`config.mk`:
```
export PLATFORM = sky130hd
export DESIGN_NAME = rpm_to_pwm_compare_interpolator
export DESIGN_NICKNAME = d
export VERILOG_FILES = /design/src/design/rpmpwm_pkg.sv /design/src/design/rpm_to_pwm_compare_interpolator.sv
export SDC_FILE = /design/constraint.sdc
export NUM_CORES = 1
export LEC_CHECK = 0
export BUFFER_PORTS_ARGS = -buffer_cell sky130_fd_sc_hd__buf_4
export CORE_MARGIN = 4
export CORE_UTILIZATION = 50
export DETAILED_ROUTE_END_ITERATION = 8
export PLACE_DENSITY = 0.73
export SYNTH_ARGS = -nofsm -noshare
export SYNTH_HDL_FRONTEND = slang
export SYNTH_SLANG_ARGS = --single-unit
```
`constraint.sdc`:
```
create_clock -name clock -period 10.1 [get_ports clock]
set_input_delay 0.505 -clock clock [delete_from_list [all_inputs] [get_ports clock]]
set_output_delay 0.505 -clock clock [all_outputs]
set_load 0.01 [all_outputs]
```
`src/design/rpmpwm_pkg.sv`:
```
// Shared types, codes and the fixed calibration ROM of the RPM to PWM compare interpolator.
`default_nettype none

package rpmpwm_pkg;

   localparam int ROM_ENTRIES = 18;
   localparam int ROM_ADDR_W  = 6;
   localparam int PW_W        = 11;
   localparam int TRPM_W      = 12;

   localparam logic [16:0] COMPARE_MAX = 17'h1FFFF;

   localparam logic [1:0] STATUS_OK    = 2'd0;
   localparam logic [1:0] STATUS_BELOW = 2'd1;
   localparam logic [1:0] STATUS_ABOVE = 2'd2;

   localparam logic CSR_TIMER_PERIOD = 1'b0;
   localparam logic CSR_PPM_PERIOD   = 1'b1;

   typedef struct packed {
      logic [PW_W-1:0]   pw;
      logic [TRPM_W-1:0] rpm;
   } cal_entry_type;

   // Entries past the end of the ROM repeat the last point.
   function automatic cal_entry_type cal_rom(input logic [ROM_ADDR_W-1:0] addr);
      cal_entry_type e;
      case (addr)
         6'd0: begin e.pw = 11'd1565; e.rpm = 12'd463; end
         6'd1: begin e.pw = 11'd1567; e.rpm = 12'd500; end
         6'd2: begin e.pw = 11'd1570; e.rpm = 12'd530; end
         6'd3: begin e.pw = 11'd1575; e.rpm = 12'd639; end
         6'd4: begin e.pw = 11'd1580; e.rpm = 12'd745; end
         6'd5: begin e.pw = 11'd1585; e.rpm = 12'd850; end
         6'd6: begin e.pw = 11'd1590; e.rpm = 12'd925; end
         6'd7: begin e.pw = 11'd1595; e.rpm = 12'd1005; end
         6'd8: begin e.pw = 11'd1600; e.rpm = 12'd1105; end
         6'd9: begin e.pw = 11'd1610; e.rpm = 12'd1260; end
         6'd10: begin e.pw = 11'd1650; e.rpm = 12'd1805; end
         6'd11: begin e.pw = 11'd1700; e.rpm = 12'd2224; end
         6'd12: begin e.pw = 11'd1750; e.rpm = 12'd2505; end
         6'd13: begin e.pw = 11'd1800; e.rpm = 12'd2650; end
         6'd14: begin e.pw = 11'd1850; e.rpm = 12'd2784; end
         6'd15: begin e.pw = 11'd1900; e.rpm = 12'd2860; end
         6'd16: begin e.pw = 11'd1950; e.rpm = 12'd2950; end
         default: begin e.pw = 11'd2000; e.rpm = 12'd3085; end
      endcase
      return e;
   endfunction

endpackage

`default_nettype wire

```
`src/design/rpm_to_pwm_compare_interpolator.sv`:
```
// Top level: RPM request to PWM timer compare value by table search, interpolation and scaling.
// The search walks the table one entry per cycle, up to TABLE_ENTRIES entries; then the
// interpolation and the scaling each take a product from the shared multiplier and divide
// it one quotient bit per cycle (27 and 33 dividend bits), the scaling divide skipped for a
// zero frame period, and a final state presents the result. Out-of-range requests skip the
// arithmetic. One item is in flight at a time. Synchronous active-high reset returns the
// sequencer to idle and the two registers to 65536 counts and 20000 us.
`default_nettype none

module rpm_to_pwm_compare_interpolator
   import rpmpwm_pkg::*;
#(
   parameter int TABLE_ENTRIES = 18
) (
   input  wire logic        clock,
   input  wire logic        reset,
   // Request channel
   input  wire logic        req_valid,
   output logic             req_ready,
   input  wire logic [15:0] req_requested_rpm,
   // Response channel
   output logic             rsp_valid,
   input  wire logic        rsp_ready,
   output logic [16:0]      rsp_compare_value,
   output logic [1:0]       rsp_status,
   output logic [15:0]      rsp_pulse_width_q4,
   // Register port
   input  wire logic        csr_psel,
   input  wire logic        csr_penable,
   input  wire logic        csr_pwrite,
   input  wire logic [2:0]  csr_paddr,
   input  wire logic [31:0] csr_pwdata,
   output logic [31:0]      csr_prdata,
   output logic             csr_pready
);

   // The search index never goes past the last entry, so it needs only enough bits to
   // address the table.
   localparam int IdxW = (TABLE_ENTRIES > 1) ? $clog2(TABLE_ENTRIES) : 1;
   localparam logic [IdxW-1:0] LastIdx = IdxW'(TABLE_ENTRIES - 1);

   // Sequencer states.
   localparam logic [2:0] ST_IDLE   = 3'd0;
   localparam logic [2:0] ST_SEARCH = 3'd1;
   localparam logic [2:0] ST_MUL    = 3'd2;
   localparam logic [2:0] ST_DIV    = 3'd3;
   localparam logic [2:0] ST_OUT    = 3'd4;

   // Divide lengths: the interpolation dividend is 27 bits, the scaling dividend 33 bits.
   localparam logic [5:0] DivLenInterp = 6'd27;
   localparam logic [5:0] DivLenScale  = 6'd33;

   // Control state.
   logic [2:0]      state_ff, state_in;
   logic            phase_ff, phase_in;   // 0 interpolation, 1 scaling
   logic [IdxW-1:0] idx_ff, idx_in;
   logic [5:0]      div_cnt_ff, div_cnt_in;
   logic [16:0]     timer_period_ff, timer_period_in;
   logic [15:0]     ppm_period_ff, ppm_period_in;

   // Working and result registers.
   logic [15:0]       rpm_ff, rpm_in;
   cal_entry_type     prev_ff, prev_in;
   logic [TRPM_W-1:0] diff_ff, diff_in;
   logic [PW_W-1:0]   dp_ff, dp_in;
   logic [19:0]       divisor_ff, divisor_in;
   logic [19:0]       rem_ff, rem_in;
   logic [32:0]       quo_ff, quo_in;
   logic [16:0]       cmp_ff, cmp_in;
   logic [1:0]        status_ff, status_in;
   logic [15:0]       pw_ff, pw_in;

   // Shared datapath signals.
   cal_entry_type cur_entry;
   logic          rpm_below;
   logic [15:0]   mul_a;
   logic [16:0]   mul_b;
   logic [32:0]   product;
   logic [20:0]   div_shifted;
   logic [21:0]   div_trial;
   logic          div_fits;
   logic [19:0]   div_rem_next;
   logic [32:0]   div_quo_next;
   logic          csr_write;

   // The calibration table is constant, so the entry under the search index is read straight
   // out of the ROM function.
   assign cur_entry = cal_rom(ROM_ADDR_W'(idx_ff));
   assign rpm_below = rpm_ff < {4'd0, cur_entry.rpm};

   // One multiplier serves both passes: the RPM offset times the pulse-width step for the
   // interpolation, then the pulse width times the timer period for the scaling.
   always_comb begin
      if (phase_ff) begin
         mul_a = pw_ff;
         mul_b = timer_period_ff;
      end else begin
         mul_a = 16'(diff_ff);
         mul_b = 17'(dp_ff);
      end
   end
   assign product = 33'(mul_a) * 33'(mul_b);

   // One restoring divide step per cycle, also shared by both passes. The dividend sits at the
   // top of the quotient register and is shifted out as quotient bits are shifted in.
   assign div_shifted  = {rem_ff, quo_ff[32]};
   assign div_trial    = {1'b0, div_shifted} - {2'd0, divisor_ff};
   assign div_fits     = ~div_trial[21];
   assign div_rem_next = div_fits ? div_trial[19:0] : div_shifted[19:0];
   assign div_quo_next = {quo_ff[31:0], div_fits};

   assign csr_write = csr_psel & csr_penable & csr_pwrite & csr_pready;

   always_comb begin
      state_in        = state_ff;
      phase_in        = phase_ff;
      idx_in          = idx_ff;
      div_cnt_in      = div_cnt_ff;
      timer_period_in = timer_period_ff;
      ppm_period_in   = ppm_period_ff;
      rpm_in          = rpm_ff;
      prev_in         = prev_ff;
      diff_in         = diff_ff;
      dp_in           = dp_ff;
      divisor_in      = divisor_ff;
      rem_in          = rem_ff;
      quo_in          = quo_ff;
      cmp_in          = cmp_ff;
      status_in       = status_ff;
      pw_in           = pw_ff;

      // Register writes; software must make them only while idle, unchecked by the block.
      if (csr_write) begin
         if (csr_paddr[2] == CSR_TIMER_PERIOD) begin
            timer_period_in = csr_pwdata[16:0];
         end else begin
            ppm_period_in = csr_pwdata[15:0];
         end
      end

      case (state_ff)
         ST_IDLE: begin
            if (req_valid) begin
               rpm_in   = req_requested_rpm;
               idx_in   = '0;
               phase_in = 1'b0;
               state_in = ST_SEARCH;
            end
         end

         // Walk the table one entry a cycle for the first RPM above the request, else flag out of range.
         ST_SEARCH: begin
            if (idx_ff == '0) begin
               if (rpm_below) begin
                  cmp_in    = '0;
                  pw_in     = '0;
                  status_in = STATUS_BELOW;
                  state_in  = ST_OUT;
               end else begin
                  prev_in = cur_entry;
                  idx_in  = idx_ff + 1'b1;
               end
            end else if (rpm_below) begin
               // The request lies at or above the previous point, so this difference fits.
               diff_in    = rpm_ff[TRPM_W-1:0] - prev_ff.rpm;
               dp_in      = (cur_entry.pw >= prev_ff.pw) ? (cur_entry.pw - prev_ff.pw) : '0;
               divisor_in = 20'(cur_entry.rpm - prev_ff.rpm);
               state_in   = ST_MUL;
            end else if (idx_ff == LastIdx) begin
               cmp_in    = '0;
               pw_in     = '0;
               status_in = STATUS_ABOVE;
               state_in  = ST_OUT;
            end else begin
               prev_in = cur_entry;
               idx_in  = idx_ff + 1'b1;
            end
         end

         // Load the product as dividend for this pass's divide; a zero frame period saturates.
         ST_MUL: begin
            rem_in = '0;
            if (!phase_ff) begin
               quo_in     = {product[22:0], 4'd0, 6'd0};
               div_cnt_in = DivLenInterp;
               state_in   = ST_DIV;
            end else if (ppm_period_ff == '0) begin
               cmp_in    = COMPARE_MAX;
               status_in = STATUS_OK;
               state_in  = ST_OUT;
            end else begin
               quo_in     = product;
               divisor_in = {ppm_period_ff, 4'd0};
               div_cnt_in = DivLenScale;
               state_in   = ST_DIV;
            end
         end

         ST_DIV: begin
            rem_in     = div_rem_next;
            quo_in     = div_quo_next;
            div_cnt_in = div_cnt_ff - 1'b1;
            if (div_cnt_ff == 6'd1) begin
               if (!phase_ff) begin
                  // The fraction never exceeds the step times sixteen, so 16 bits suffice.
                  pw_in    = 16'({prev_ff.pw, 4'd0}) + div_quo_next[15:0];
                  phase_in = 1'b1;
                  state_in = ST_MUL;
               end else begin
                  cmp_in    = (div_quo_next[32:17] != '0) ? COMPARE_MAX : div_quo_next[16:0];
                  status_in = STATUS_OK;
                  state_in  = ST_OUT;
               end
            end
         end

         ST_OUT: begin
            if (rsp_ready) begin
               state_in = ST_IDLE;
            end
         end

         default: begin
            state_in = ST_IDLE;
         end
      endcase
   end

   always_ff @(posedge clock) begin
      if (reset) begin
         state_ff        <= ST_IDLE;
         phase_ff        <= 1'b0;
         idx_ff          <= '0;
         div_cnt_ff      <= '0;
         timer_period_ff <= 17'h10000;
         ppm_period_ff   <= 16'd20000;
      end else begin
         state_ff        <= state_in;
         phase_ff        <= phase_in;
         idx_ff          <= idx_in;
         div_cnt_ff      <= div_cnt_in;
         timer_period_ff <= timer_period_in;
         ppm_period_ff   <= ppm_period_in;
      end
   end

   always_ff @(posedge clock) begin
      rpm_ff     <= rpm_in;
      prev_ff    <= prev_in;
      diff_ff    <= diff_in;
      dp_ff      <= dp_in;
      divisor_ff <= divisor_in;
      rem_ff     <= rem_in;
      quo_ff     <= quo_in;
      cmp_ff     <= cmp_in;
      status_ff  <= status_in;
      pw_ff      <= pw_in;
   end

   assign req_ready          = (state_ff == ST_IDLE);
   assign rsp_valid          = (state_ff == ST_OUT);
   assign rsp_compare_value  = cmp_ff;
   assign rsp_status         = status_ff;
   assign rsp_pulse_width_q4 = pw_ff;

   assign csr_pready = 1'b1;
   assign csr_prdata = (csr_paddr[2] == CSR_TIMER_PERIOD) ? {15'd0, timer_period_ff}
                                                          : {16'd0, ppm_period_ff};

   // The block never takes a request while a result is still on offer.
   assert property (@(posedge clock) disable iff (reset) !(req_ready && rsp_valid))
      else $error("request accepted while a result is pending");

   // An accepted request always starts the search on the following cycle.
   assert property (@(posedge clock) disable iff (reset)
      (req_valid && req_ready) |=> (state_ff == ST_SEARCH) && (idx_ff == '0))
      else $error("accepted request did not start the search");

   // Out-of-range results carry neither a pulse width nor a compare value.
   assert property (@(posedge clock) disable iff (reset)
      (rsp_valid && (rsp_status == STATUS_BELOW || rsp_status == STATUS_ABOVE)) |->
      (rsp_compare_value == '0) && (rsp_pulse_width_q4 == '0))
      else $error("out-of-range result with non-zero payload");

   // Only the three defined status codes are ever reported.
   assert property (@(posedge clock) disable iff (reset)
      rsp_valid |-> (rsp_status == STATUS_OK || rsp_status == STATUS_BELOW ||
                     rsp_status == STATUS_ABOVE))
      else $error("undefined status code on the response");

endmodule

`default_nettype wire

```
=== Word level (Yosys, flattened, before mapping) ===
Memories as Yosys holds them, arrays and structs flattened. A register that Yosys moved wholly into a read port is not among the register bits.
Index checks and enable logic that the tools add are counted.

* Register bits: 218
* Bits in latches: 0
* Bits in writable memories: 0
* Bits in read-only memories: 672
* Bits of input ports: 58
* Output and inout port bits: 70
* Word-level logic and storage cells: 147
* Memories: 1

{| class="wikitable"
|+ Memory list
! memory !! words !! width !! read ports !! clocked after Yosys merged registers in !! wr ports !! line !! RTL
|-
| (no name shown) || 32 || 21 || 1 || 1 || 0 || rpmpwm_pkg.sv:28 || <nowiki>case (addr)</nowiki>
|}

* Add/subtract/negate cells: 7
* Multipliers: 1
* Divide/modulo/power cells: 0
* Order comparisons: 2
* Equality and inequality tests: 23
* Shift operators: 0
* Mux-type cells: 68
* Bitwise operators: 6
* Reductions and logical operators: 22

{| class="wikitable"
|+ Operator list
! cell !! number
|-
| $mux 17 || 11
|-
| $mux 16 || 7
|-
| $mux 20 || 5
|-
| $mux 23 || 4
|-
| $pmux 20 s2 || 2
|-
| $mux 33 || 2
|-
| $pmux 33 s2 || 1
|-
| $pmux 17 s3 || 1
|-
| $mux 5 || 7
|-
| $mul 16x17->33 || 1
|-
| $pmux 16 s2 || 1
|-
| $mux 3 || 10
|-
| $ne 2x2->1 const B || 11
|-
| $sub 21x20->22 || 1
|-
| $add 15x16->16 || 1
|-
| $logic_not 16->1 || 1
|-
| $lt 16x12->1 || 1
|-
| $mux 2 || 8
|-
| $reduce_bool 16->1 || 1
|-
| $ne 3x3->1 const B || 5
|-
| $pmux 3 s5 || 1
|-
| $sub 12x12->13 || 1
|-
| $mux 6 || 2
|-
| $pmux 6 s2 || 1
|-
| 27 further kinds || 43
|}

=== Depth between registers and ports, before layout ===
Gate-level depths: netlist of the first run.

* Word-level depth: 7
* Depth in mapped cells: 28
* Depth with buffers taken out: 25

=== Worst setup path before layout of the first run ===
Ideal clock, no wire load.

* Path type: register to register
* Start point: reg phase_ff
* End point: reg quo_ff[32] (data pin)
* Library setup time: 261 ps
* Arrival time: 7404 ps
* Data required time: 9839 ps
* Slack: 2436 ps
* Cell stages (with the launch flop): 27
* Buffers on the path: 3
* Path through: dfxtp_1 > clkbuf_1 > clkbuf_1 > mux2i_1 > nor2_1 > fa_1 > inv_1 > fa_1 > inv_1 > fa_1 > fa_1 > fa_1 > inv_1 > fa_1 > inv_1 > ha_1 > buf_6 > a21o_1 > a21o_1 > a21oi_2 > a21oi_2 > or4_4 > a41oi_2 > or4b_1 > a31oi_1 > xnor2_1 > a221o_1

* Cells in the longest elaborated chain, start to end: 5
* Elaborated cells between the ends (all ways): 6
* Those cells by class: mul: 1; mux: 5

{| class="wikitable"
|+ RTL lines
! element !! line !! RTL
|-
| from (decl) || rpm_to_pwm_compare_interpolator.sv:55 || <nowiki>logic phase_ff, phase_in;</nowiki>
|-
| from (signal assigned) || rpm_to_pwm_compare_interpolator.sv:239 || <nowiki>phase_ff <= phase_in;</nowiki>
|-
| $mux 16 / $mux 17 (equally long branches) || rpm_to_pwm_compare_interpolator.sv:94 || <nowiki>if (phase_ff) begin</nowiki>
|-
| $mul 16x17->33 || rpm_to_pwm_compare_interpolator.sv:102 || <nowiki>assign product = 33'(mul_a) * 33'(mul_b);</nowiki>
|-
| $mux 33 || rpm_to_pwm_compare_interpolator.sv:187 || <nowiki>end else if (ppm_period_ff == '0) begin</nowiki>
|-
| $mux 33 * || rpm_to_pwm_compare_interpolator.sv:183 || <nowiki>if (!phase_ff) begin</nowiki>
|-
| $pmux 33 s2 * || rpm_to_pwm_compare_interpolator.sv:141 || <nowiki>case (state_ff)</nowiki>
|-
| net quo_in[32] || rpm_to_pwm_compare_interpolator.sv:68 || <nowiki>logic [32:0] quo_ff, quo_in;</nowiki>
|-
| to (signal assigned) || rpm_to_pwm_compare_interpolator.sv:254 || <nowiki>quo_ff <= quo_in;</nowiki>
|-
| to (decl) || rpm_to_pwm_compare_interpolator.sv:68 ||
|}

Mark *: on every way through the listed nets, which the timed path passes. The rest lies on a longest branch. The select of a mux whose other input is x is not followed.
A chain may end at the register's enable or synchronous reset.

=== Final worst setup path of the first run ===
Ends and elaborated chain as after synthesis.

==> results of run 1 <==
-- path summary, 6_finish.rpt --
path,startpoint,to,slack [ns]
worst max-delay path,phase_ff,quo_ff[32],1.71
worst min-delay path,req_requested_rpm[12],rpm_ff[12],0.12
worst max register to register,phase_ff,quo_ff[32],1.71
worst min register to register,cur_entry[12],prev_ff[12],0.43
-- placed cells by master, fill, tap and decap left out, drive strengths merged, types with 32 or more instances in the layout --
master,Yosys,layout
inv,355,358
nor3,39,39
buf,28,112
dfxtp,69,69
nor2,235,235
and3,66,66
nand2,311,311
xnor2,47,47
fa,213,213
mux2i,40,40
a21oi,117,117
ha,190,190
clkbuf,73,35
a21o,32,32
edfxtp,168,168
mux2,37,37
o21ai,84,84
-- layer usage --
metal  share of wire  up-vias
met5         0.00022        -
met1            0.41     8350
li1                -     7894
met3           0.084      132
met2            0.47      655
met4           0.041        2
-- sequential cells by signal, summed over array words and instances, names as in the netlist, 5 cells and up --
name	cells
quo_ff	33
cur_entry	21
prev_ff	21
divisor_ff	20
rem_ff	20
rsp_compare_value	17
timer_period_ff	17
ppm_period_ff	16
rpm_ff	16
rsp_pulse_width_q4	16
diff_ff	12
dp_ff	11
div_cnt_ff	6
idx_ff	5
-- cell families (layout without fill, tap and decap cells) --
family                   after synthesis  count (layout)  share of synthesized area
flip-flops                           237             237                      0.293
other                                  2              16                   0.000343
buffers and inverters                457             520                     0.0817
multiplexers                          77              77                     0.0373
XOR/XNOR                              70              70                     0.0280
AND/OR/NAND/NOR                      794             794                      0.163
adder cells (fa/ha/maj)              403             403                      0.303
AO/OA/AOI/OAI                        332             332                     0.0933
-- final cells by class --
class | count | area, µm² | area share
Multi-Input combinational cell | 1692 | 13800 | 0.573
Sequential cell | 237 | 6430 | 0.267
Inverter | 356 | 1340 | 0.0556
Timing Repair Buffer | 112 | 841 | 0.0350
Clock buffer | 35 | 822 | 0.0342
Tap cell | 585 | 732 | 0.0304
Clock inverter | 17 | 118 | 0.00489
-- power groups by stage --
stage / logic (mW) / clock network (mW) / registers, mW
5_1_grt: 1.51 / 1.06 / 1.59
6_report: 1.34 / 1.00 / 1.57
3_5_place_dp: 1.34 / 0 / 1.59
3_3_place_gp: 1.30 / 0 / 1.58
2_1_floorplan: 0.930 / 0 / 1.48
4_1_cts: 1.35 / 1.02 / 1.57
-- per-stage QoR --
step                instance area, µm²  cells  power [mW]  hold slack (ns)  utilization
floorplan                        22000   2386        2.41            0.408            -
global placement                 23100   2982        2.89            0.420        0.535
detailed placement               23100   2982        2.93            0.419        0.535
CTS                              24000   3034        3.94           0.0991        0.557
global route                     24000   3034        4.17            0.101        0.557
finish                           24000   3034        3.92            0.122        0.557
==> reports/summary.txt, run 1 <==
syn_area_per_cell - 9.23 µm²
ratio of final minimum period to clock period - 0.831
Worst-Skew Late Latency - 0.56 ns
DRC Markers - 0
vias in the first global route - 17200
GPL Wtd Cong - 0.940
Comb power frac - 0.343
fin nets - 2888
Clk pwr share - 0.256
Sw Share - 0.373
Pins Over Slew Limit - 0
DRT iter0 DRCs - 1330
crit-path cells - mux2i_1 > nor2_1 > fa_1 > inv_1 > fa_1 > fa_1 > fa_1 > inv_1 > fa_1 > inv_1 > fa_1 > inv_1 > ha_1 > a21oi_1 > o21ai_0 > a21oi_1 > a211oi_1 > or4_4 > a41oi_2 > or4b_1 > a31oi_1 > xnor2_1 > a221o_1
Setup WS pre-CTS - 1.78 ns
Post-DRT Antenna Nets - 0
max-cap violations - 0
Hold Path Class - input port to register
Psw - 1.46 mW
Synth Cell Area - 21900 µm²
Die Height - 217 µm
layout cell share with drive strength beyond 1 - 0.0890
synth top area cells - edfxtp_1 (23%), fa_1 (19%), ha_1 (11%)
post-synthesis sequential area ratio - 0.293
Detail Placement HPWL - 45200 µm
cells after synthesis - 2372
Synth area leader - edfxtp_1
Async S/R FF share, synth - 0
clock tree buffer depth - 3
Initial Util - 0.507
Commonest cells post-synth - inv_1 (354), nand2_1 (311), nor2_1 (235)
CP Capture Type - register
Layout Skew - 0.0150 ns
cells on worst reg2reg path - 23
setup ws final - 1.71 ns
crit path buf inv count - 4
Seq pwr share - 0.402
number of CTS-inserted buffers - 28
CP max stage delay - 0.94 ns
# setup viols final - 0
most frequent CP cell - fa_1
CP max-delay cell - dfxtp_4
PwrDens - 163 nW/µm²
final hold vios - 0
EDFF count, synth - 168
Worst-path clk slew - 0.06 ns
CTS H-tree depth - 1
WP data required - 10.40 ns
initial antenna violation count - 1
GRT Util Overall - 0.243
Die W - 217 µm
Startpoint Class - register
critical path depth in cells - 23
M3 GR Usage - 0.0478
Area Growth Syn to Fin - 9.80%
Synth warnings - 0
Cell variety after synth - 70
remaining global-route overflow - 0
worst-path maximum fanout - 82
Post-CTS Setup Repair Bufs - 0
status - complete, no violations
WP data arrival - 8.69 ns
DR vias - 17000
WS Path Type - register to register
post_cts resized - 0
Rows - 76
most common cell in the netlist - inv_1
largest net degree at the start of global routing - 83
main flop type after synthesis - edfxtp_1
Pre-antenna DRT Iters - 7
met1 GRT Util - 0.319
RSZ-0062 raised after global routing - false
vias per inst - 5.61
first-pass GRT wire length - 91500 µm
core area - 43200 µm²
setup TNS - 0 ns
Ports - 128
CTS tree - yes
Yosys reg bits - 237
drt total wl - 57900 µm
Worst-Margin Slew - 1.20 ns
P_int - 2.46 mW
TritonCTS sink count - 237
clock root buffer - clkbuf_16
drt wl/cell - 19.1 µm
met2 Use GR - 0.399
cts hold-fix bufs - 0
die area - 47200 µm²
port buffer count - 94
antenna fix cells - 0
leakage dissipation - 11.2 nW
WHS Path Cells - 1
GRT Max-Usage Layer - met2
fin crit period - 8.39 ns
f_max - 119 MHz
FILL cells - 3855
Peak VDD IR - 0.000185 V
top cell type's share of synthesized area - 0.230
Slew headroom - 0.178
cell family with most CP delay - adder cells
(Power assumes the default switching activity.)
==> inputs of run 2 (changes only) <==
--- a/config.mk
+++ b/config.mk
@@ -9,7 +9,7 @@
 export CORE_MARGIN = 4
 export CORE_UTILIZATION = 50
 export DETAILED_ROUTE_END_ITERATION = 8
-export PLACE_DENSITY = 0.73
+export PLACE_DENSITY = 0.75
 export SYNTH_ARGS = -nofsm -noshare
 export SYNTH_HDL_FRONTEND = slang
 export SYNTH_SLANG_ARGS = --single-unit
==> constraint.sdc (replaced) <==
create_clock -name clock -period 6.76 [get_ports clock]
set_input_delay 0.338 -clock clock [delete_from_list [all_inputs] [get_ports clock]]
set_output_delay 0.338 -clock clock [all_outputs]
set_load 0.01 [all_outputs]
==> run 2 against run 1 <==
Compared with the run above:
- the flow now finishes with violations (negative setup slack)
- sequential power grew 42%
- wire length is 10% higher
- count of clock-buffer cells in the layout shrank 2
- worst hold slack worse by 0.095 ns
- first-iteration DRC count grew 19%
- register-to-register slack got worse by 2.2 ns
- critical path type unchanged
- largest power group is now combinational logic
==> reports/summary.txt, run 2 (synthesis results as in run 1) <==
status - finished with violations
violated checks - negative setup slack
drt wl/cell - 19.8 µm (+4.0%)
Die Height - 217 µm (unchanged)
Seq pwr share - 0.377 (-0.025)
Comb power frac - 0.393 (+0.050)
die area - 47200 µm² (unchanged)
largest net degree at the start of global routing - 52 (-37%)
Startpoint Class - register
Area Growth Syn to Fin - 19.0%
Hold EP - timer_period_ff[16]
P_int - 3.70 mW (+50%)
ratio of final minimum period to clock period - 1.07 (+0.236)
Layout Skew - 0.0250 ns (+0.0100 ns)
CTS H-tree depth - 1 (unchanged)
GRT Util Overall - 0.264 (+0.0217)
Clk pwr share - 0.230 (-0.026)
final hold vios - 0 (unchanged)
Die W - 217 µm (unchanged)
Reg2Reg Setup Slack - -0.45 ns (-2.16 ns)
Ports - 128 (unchanged)
f_max - 139 MHz (+16%)
DRC Markers - 0 (unchanged)
Pre-antenna DRT Iters - 5 (-2)
Sw Share - 0.374 (+0.00155)
cells on worst reg2reg path - 25 (+8.7%)
Post-DRT Antenna Nets - 0 (unchanged)
Worst-Margin Slew - 1.09 ns (-0.105 ns)
WHS Path Cells - 3 (+2)
leading cell type in the layout, fill and taps excluded - inv_1
hold_sp - csr_pwdata[16]
clock tree buffer depth - 3 (unchanged)
setup ws final - -0.452 ns (-2.16 ns)
Post-DP Area - 24500 µm² (+6.0%)
Worst-path clk slew - 0.07 ns (about the same)
WP data arrival - 7.49 ns (-1.20 ns)
Top reg by flops - quo_ff
max reg flops - 33 (unchanged)
Final Instance Area - 26100 µm² (+8.4%)
vias in the first global route - 18200 (+6.1%)
RSZ-0062 raised after global routing - true
GPL Wtd Cong - 0.975 (+3.7%)
worst-path maximum fanout - 5 (-94%)
layout cell share with drive strength beyond 1 - 0.177 (+0.0876)
fin crit period - 7.21 ns (-1.18 ns)
Setup WS pre-CTS - -0.385 ns (-2.17 ns)
number of CTS-inserted buffers - 24 (-14%)
port buffer count - 94 (unchanged)
Psw - 2.21 mW (+51%)
fin nets - 3081 (+6.7%)
Worst-Skew Late Latency - 0.54 ns (-0.02 ns)
max-cap violations - 0 (unchanged)
antenna fix cells - 0 (unchanged)
DR vias - 18100 (+6.4%)
Slew headroom - 0.267 (+0.0887)
clock root buffer - clkbuf_16
reg2reg end - quo_ff[32]
initial antenna violation count - 2 (+1)
commonest non-fill, non-tap cells in the layout - inv_1 (342), nand2_1 (306), buf_4 (274)
Rows - 76 (unchanged)
TritonCTS sink count - 237 (unchanged)
Peak VDD IR - 0.000269 V (+46%)
DRT iter0 DRCs - 1578 (+19%)
worst reg2reg path startpoint - phase_ff
CP Capture Type - register
Initial Util - 0.507 (unchanged)
drt total wl - 64000 µm (+10%)
CTS tree - yes
remaining global-route overflow - 0 (unchanged)
WP data required - 7.04 ns (-3.36 ns)
vias per inst - 5.62 (+0.15%)
Pins Over Slew Limit - 0 (unchanged)
first-pass GRT wire length - 99100 µm (+8.3%)
leakage dissipation - 12.2 nW (+9.5%)
WS Path Type - register to register
core area - 43200 µm² (unchanged)
# setup viols final - 2 (+2)
PwrDens - 227 nW/µm² (+39%)
Hold Path Class - input port to register
Detail Placement HPWL - 51000 µm (+13%)
==> run 2: changes by cell type in the layout (fill, tap and decap cells not counted), moves of 10 or more <==
cell / previous run / this run
dlygate4sd3_1: 0 / 16
buf_6: 0 / 10
mux2i_1: 40 / 26
inv_1: 354 / 342
buf_4: 112 / 274
mux2_4: 0 / 12
inv_2: 1 / 13
mux2_2: 37 / 25
==> run 2: worst max-delay path by stage <==
| stage | startpoint | cells past startpoint | slack, ns | to |
|---|---|---|---|---|
| finish | phase_ff | 25 | -0.45 | quo_ff[32] |
| global route | phase_ff | 25 | -0.59 | quo_ff[32] |
| CTS | phase_ff | 25 | -0.37 | quo_ff[32] |
| detailed placement | phase_ff | 24 | -0.38 | quo_ff[32] |
| global placement | phase_ff | 24 | -0.33 | quo_ff[32] |
| floorplan | phase_ff | 26 | -0.13 | quo_ff[32] |
==> run 2: repair_timing <==
action,4_1_cts,5_1_grt
buffers inserted,3,18
hold buffers,16,0
cloned,0,1
endpoints found under the setup margin,5,18
hold endpoints to repair,16,0
pin swaps,0,74
gates resized for setup,6,92
==> run 2: layout make-up <==
cell class	instances	area, µm²
clock buffer	33	711
clock inverter	11	101
fill	3678	17100
inverter	356	1340
multi-input combinational	1692	14200
sequential	237	6430
tap	585	732
timing repair buffer	309	2510
==> run 2: per-layer routing <==
layer  part of all wire  track usage  up-vias  wire length, µm
met1               0.40        0.346     8888            25500
li1                   -            -     8284                -
met3              0.072       0.0339      163             4580
met2               0.49        0.455      785            31400
met4              0.038       0.0929        2             2460
met5            0.00017            0        -               11
==> run 2: stage by stage <==
stage | hold slack (ns) | TNS, ns | total power [mW] | utilization | cells
after global routing | 0.0303 | -1.20 | 6.24 | 0.604 | 3223
after detailed placement | 0.434 | -0.481 | 4.49 | 0.567 | 3141
after global placement | 0.424 | -0.328 | 4.40 | 0.567 | 3141
after CTS | 0.0170 | -0.374 | 5.86 | 0.592 | 3204
after floorplan | 0.408 | -0.131 | 3.61 | - | 2386
final | 0.0273 | -0.467 | 5.91 | 0.604 | 3223
==> run 2: critical path, cell delays in order, from the launching register on <==
cell	delay, ns
dfxtp_4	0.39
buf_12	0.13
buf_12	0.13
mux2i_4	0.27
nor2_2	0.06
fa_1	0.57
inv_2	0.05
fa_1	0.58
inv_2	0.05
fa_1	0.53
fa_1	0.45
fa_1	0.54
inv_1	0.05
fa_1	0.49
inv_2	0.05
ha_4	0.21
a21o_1	0.16
a21o_1	0.17
a21oi_2	0.17
a21oi_2	0.08
or4_4	0.54
a41oi_2	0.21
or4b_1	0.46
a31oi_1	0.21
xnor2_1	0.10
a221o_1	0.29
==> run 2: power groups by stage <==
stage | Combinational [mW] | Clock, mW | Sequential (mW)
after floorplan | 1.40 | 0 | 2.21
after global placement | 2.16 | 0 | 2.24
after detailed placement | 2.24 | 0 | 2.25
after CTS | 2.27 | 1.37 | 2.22
after global routing | 2.55 | 1.44 | 2.25
final | 2.32 | 1.36 | 2.23
